<file path="src/hdl/handle_allocator_with_reuse_assert.svh">
// Assertion macros used by the allocator's back end.
`ifndef HANDLE_ALLOCATOR_WITH_REUSE_ASSERT_SVH
`define HANDLE_ALLOCATOR_WITH_REUSE_ASSERT_SVH

`define HAL_ASSERT_SAME(lbl, ante, cons, msg) \
  lbl: assert property (@(posedge clk_i) disable iff (!rst_ni) (ante) |-> (cons)) \
    else $error(msg);

`define HAL_ASSERT_NEXT(lbl, ante, cons, msg) \
  lbl: assert property (@(posedge clk_i) disable iff (!rst_ni) (ante) |=> (cons)) \
    else $error(msg);

`endif

</file>
<file path="src/hdl/hal_pkg.sv">
`default_nettype none
package hal_pkg;

  localparam int HANDLE_COUNT = 1024;
  localparam int DATA_WIDTH   = 32;
  localparam int HANDLE_W     = 10;
  localparam int WORD_W       = 32;
  localparam int IDX_W        = $clog2(HANDLE_COUNT);
  localparam int CNT_W        = $clog2(HANDLE_COUNT + 1);
  localparam int QUEUE_DEPTH  = 2;
  localparam int QPTR_W       = $clog2(QUEUE_DEPTH);
  localparam int QCNT_W       = $clog2(QUEUE_DEPTH + 1);

  localparam logic [1:0] CMD_ALLOC = 2'd0;
  localparam logic [1:0] CMD_FREE  = 2'd1;
  localparam logic [1:0] CMD_GET   = 2'd2;

  localparam logic [1:0] ST_OK      = 2'd0;
  localparam logic [1:0] ST_EMPTY   = 2'd1;
  localparam logic [1:0] ST_UNKNOWN = 2'd2;

  typedef enum logic [1:0] {
    OP_NOP,
    OP_ALLOC,
    OP_FREE,
    OP_GET
  } op_e;

  typedef struct packed {
    logic [1:0]          command;
    logic [HANDLE_W-1:0] handle_in;
    logic [WORD_W-1:0]   data_in;
  } cmd_t;

  typedef struct packed {
    logic [HANDLE_W-1:0] handle_out;
    logic [WORD_W-1:0]   data_out;
    logic [1:0]          status;
  } res_t;

  typedef struct packed {
    op_e                   op;
    logic                  in_range;
    logic [IDX_W-1:0]      idx;
    logic [DATA_WIDTH-1:0] data;
  } entry_t;

  typedef struct packed {
    logic   valid;
    entry_t head;
  } qhead_t;

endpackage
`default_nettype wire

</file>
<file path="src/hdl/hal_queue.sv">
`default_nettype none
module hal_queue import hal_pkg::*; (
  input  wire logic   clk_i,
  input  wire logic   rst_ni,
  input  wire logic   push_i,
  input  wire entry_t entry_i,
  input  wire logic   pop_i,
  output logic        full_o,
  output qhead_t      head_o
);

  entry_t             slot_q [QUEUE_DEPTH];
  logic [QPTR_W-1:0]  wr_ptr_q, wr_ptr_d;
  logic [QPTR_W-1:0]  rd_ptr_q, rd_ptr_d;
  logic [QCNT_W-1:0]  count_q, count_d;

  always_comb begin
    full_o        = count_q == QCNT_W'(QUEUE_DEPTH);
    head_o.valid  = count_q != '0;
    head_o.head   = slot_q[rd_ptr_q];
    wr_ptr_d      = wr_ptr_q;
    rd_ptr_d      = rd_ptr_q;
    count_d       = count_q;
    if (push_i) begin
      wr_ptr_d = (wr_ptr_q == QPTR_W'(QUEUE_DEPTH - 1)) ? '0 : wr_ptr_q + 1'b1;
    end
    if (pop_i) begin
      rd_ptr_d = (rd_ptr_q == QPTR_W'(QUEUE_DEPTH - 1)) ? '0 : rd_ptr_q + 1'b1;
    end
    if (push_i && !pop_i) begin
      count_d = count_q + 1'b1;
    end else if (pop_i && !push_i) begin
      count_d = count_q - 1'b1;
    end
  end

  always_ff @(posedge clk_i or negedge rst_ni) begin
    if (!rst_ni) begin
      wr_ptr_q <= '0;
      rd_ptr_q <= '0;
      count_q  <= '0;
    end else begin
      wr_ptr_q <= wr_ptr_d;
      rd_ptr_q <= rd_ptr_d;
      count_q  <= count_d;
    end
  end

  always_ff @(posedge clk_i) begin
    if (push_i) begin
      slot_q[wr_ptr_q] <= entry_i;
    end
  end

endmodule
`default_nettype wire

</file>
<file path="config.mk">
export PLATFORM = sky130hd
export DESIGN_NAME = hal_queue
export DESIGN_NICKNAME = d
export VERILOG_FILES = /design/src/hdl/handle_allocator_with_reuse_assert.svh /design/src/hdl/hal_pkg.sv /design/src/hdl/hal_queue.sv
export SDC_FILE = /design/constraint.sdc
export NUM_CORES = 1
export LEC_CHECK = 0
export ABC_AREA = 1
export CORE_UTILIZATION = 50
export CTS_CLUSTER_SIZE = 24
export DETAILED_ROUTE_END_ITERATION = 7
export DONT_BUFFER_PORTS = 1
export SETUP_SLACK_MARGIN = 0.1
export SLEW_MARGIN = 5
export SYNTH_ARGS = -nofsm -noshare
export SYNTH_HDL_FRONTEND = slang
export SYNTH_SLANG_ARGS = --single-unit
</file>
<file path="constraint.sdc">
create_clock -name clk_i -period 8.2 [get_ports clk_i]
set_input_delay 0.82 -clock clk_i [delete_from_list [all_inputs] [get_ports clk_i]]
set_output_delay 0.82 -clock clk_i [all_outputs]
set_load 0.02 [all_outputs]
</file>
==> impl_metrics.ini <==
[status]
status = completed

[logic_synthesis]
synth_area_leaders = edfxtp_1 74%, mux2_4 16%, dfrtp_1 2.7%, buf_12 2.2%, mux2_2 1.8%
ys_ff_latch = 94
synth_area_um2 = 3650
synth-seq-area-share_pct = 76.7
netlist.top_cell.by_area = edfxtp_1
ys_types = 14
yosysWarnings = 0
synthesis.nets = 215
synth_area_per_cell_um2 = 22.1
synth.top_cell.area_share_pct = 74.0
syn_inst = 165

[global_route]
overflow = 0
grt.total_usage_pct = 14.0
first_global_vias = 1538
grt_pass1_wl_um = 7510
grt_max_degree = 47
antenna_found_initial = 0

[setup_path]
endpoint_kind = primary output
cp-start-kind = flip-flop
cp_max_fo = 46
critPathRequiredTime_ns = 7.38
cp.arrival_ns = 1.81
criticalPathCategory = reg2out
r2r_start = wr_ptr_q
cp-startpoint = rd_ptr_q

[sta]
setup_viol = 0
max_freq_mhz = 380
tns_ns = 0
tightest_slew_ns = 0.973
finalWorstSetupSlack_ns = 5.57
finalCriticalPeriod_ns = 2.63
fin_crit_sh_pct = 32.1
skew_ns = 0.00539
drv_slew = 0
hold_viol_final = 0
maxSlewHeadroom_pct = 35.0
rsz0062_at_grt = no

[finish]
areaGrowthSynthToFinish_pct = 7.91
nets = 223
nFillCells = 494
num_antenna_cells = 0
multi_input_area_um2 = 741
fin_util_pct = 56.8
drive_above_1_share_pct = 36.0
regArea_um2 = 2800

[run]
drv_cap = 0

[die]
core_area_um2 = 6940
die_w_um = 87.5
rows = 30
start_util_pct = 52.6
fp.dieH_um = 87.5
num_io_pins = 96
dieArea_um2 = 7650

[pwr]
p_per_area_nw_per_um2 = 373
p_leak_nw = 1.43
ir_drop_uv = 160

[clocking]
cts_setup_buffers = 0
htreeDepth = 3
cts_buffers = 9
cts_buffer_depth = 2
cts.reportedPaths.clkPinSlew_ns = 0.08
cts_resized = 0
cts_tree = built
clock_latency_ns = 0.34
ctsHoldBuffers = 0
cts.sinks = 94
clockRootBuffer = clkbuf_8

[placement]
globalplace.congestion = 0.605
port_buffers = 0
place_ws_ns = 5.92
dp_hpwl_um = 3240

[route]
ant_nets = 0
drc = 0
viasPerCell = 5.14
detail_route.wl_per_cell_um = 18.4
dr.pass1.iters = 4
drtIter0Drc = 80
drt-total-wl_um = 5050
num_vias = 1408

[hold_path]
hold_class = in2async
-- cells by family (layout without fill, tap and decap cells) --
logic type	Yosys count	after routing	synth area share, %
DFF	94	94	76.7
and+or+nand+nor	10	10	1.13
buffers and inverters	12	25	3.22
adders and majority gates	1	1	0.342
xor gates and xnor gates	3	3	0.719
muxes	45	45	17.9
-- final timing paths --
kind | end | slack (ns) | depth (start not counted)
setup / recovery | head_o[31] | 5.57 | 2
hold / removal | rd_ptr_q | 0.17 | 0
setup reg to reg | slot_q[1][37] | 6.60 | 2
hold reg to reg | count_q[1] | 0.52 | 2
max in group asynchronous | rd_ptr_q | 7.96 | 0
min in group clk_i | count_q[1] | 0.52 | 2
-- sequential cells by signal, summed over array words and instances, names as in the netlist --
register	cells
wr_ptr_q	1
slot_q	90
rd_ptr_q	1
count_q	2
-- Yosys cell counts --
library cell and instances:
nand3_1 1, nand2_1 6, ha_1 1, buf_6 1, dfrtp_1 4, nand4_1 1
buf_12 4, nor2_1 2, xnor2_1 1, mux2_2 6, xor2_1 2, mux2_4 39
inv_1 7, edfxtp_1 90
-- final cells by class --
cell class | count | share of cell area (%)
Tap cell | 96 | 3.05
Multi-Input combinational cell | 59 | 18.8
Clock inverter | 7 | 2.86
Inverter | 7 | 0.666
Timing Repair Buffer | 2 | 0.381
Clock buffer | 9 | 3.14
Sequential cell | 94 | 71.1
-- cell usage in the layout (no fill, tap or decap) --
master and count:
nor2_4 1, clkbuf_8 9, mux2_4 39, nand4_1 1, dfrtp_2 1, edfxtp_1 90
nor2_1 1, inv_1 6, xnor2_1 1, nand3_1 1, nand2_1 6, xor2_1 2
clkinvlp_4 2, ha_1 1, inv_2 1, buf_4 2, clkinv_1 2, mux2_2 6
dfrtp_1 3, bufinv_16 3
-- report_power, final --
group | leakage, nW | internal (mW) | switching [mW] | total (mW)
Sequential | 0.891 | 0.640 | 0.0270 | 0.667
Clock | 0.111 | 0.200 | 0.143 | 0.344
Combinational | 0.431 | 0.176 | 0.283 | 0.459
-- worst max-delay path: stages (launching register included) --
cell	delay (ns)
dfrtp_2	0.34
buf_4	0.63
mux2_2	0.48
-- routing by layer --
layer	part of all wire, %	up-vias	GRT usage (%)
met5	0	-	0
met4	1.8	0	8.05
met2	55	64	24.6
li1	-	641	-
met3	9.7	10	6.45
met1	34	693	13.3
-- metrics by stage --
step	hold WS (ns)	instance area, um^2	std cells	power [mW]
after floorplan	0.442	3650	165	1.12
after global placement	0.454	3710	258	1.13
after detailed placement	0.509	3710	258	1.15
after CTS	0.144	3940	274	1.49
after global routing	0.137	3940	274	1.54
final	0.167	3940	274	1.47
(Power assumes the default switching activity.)
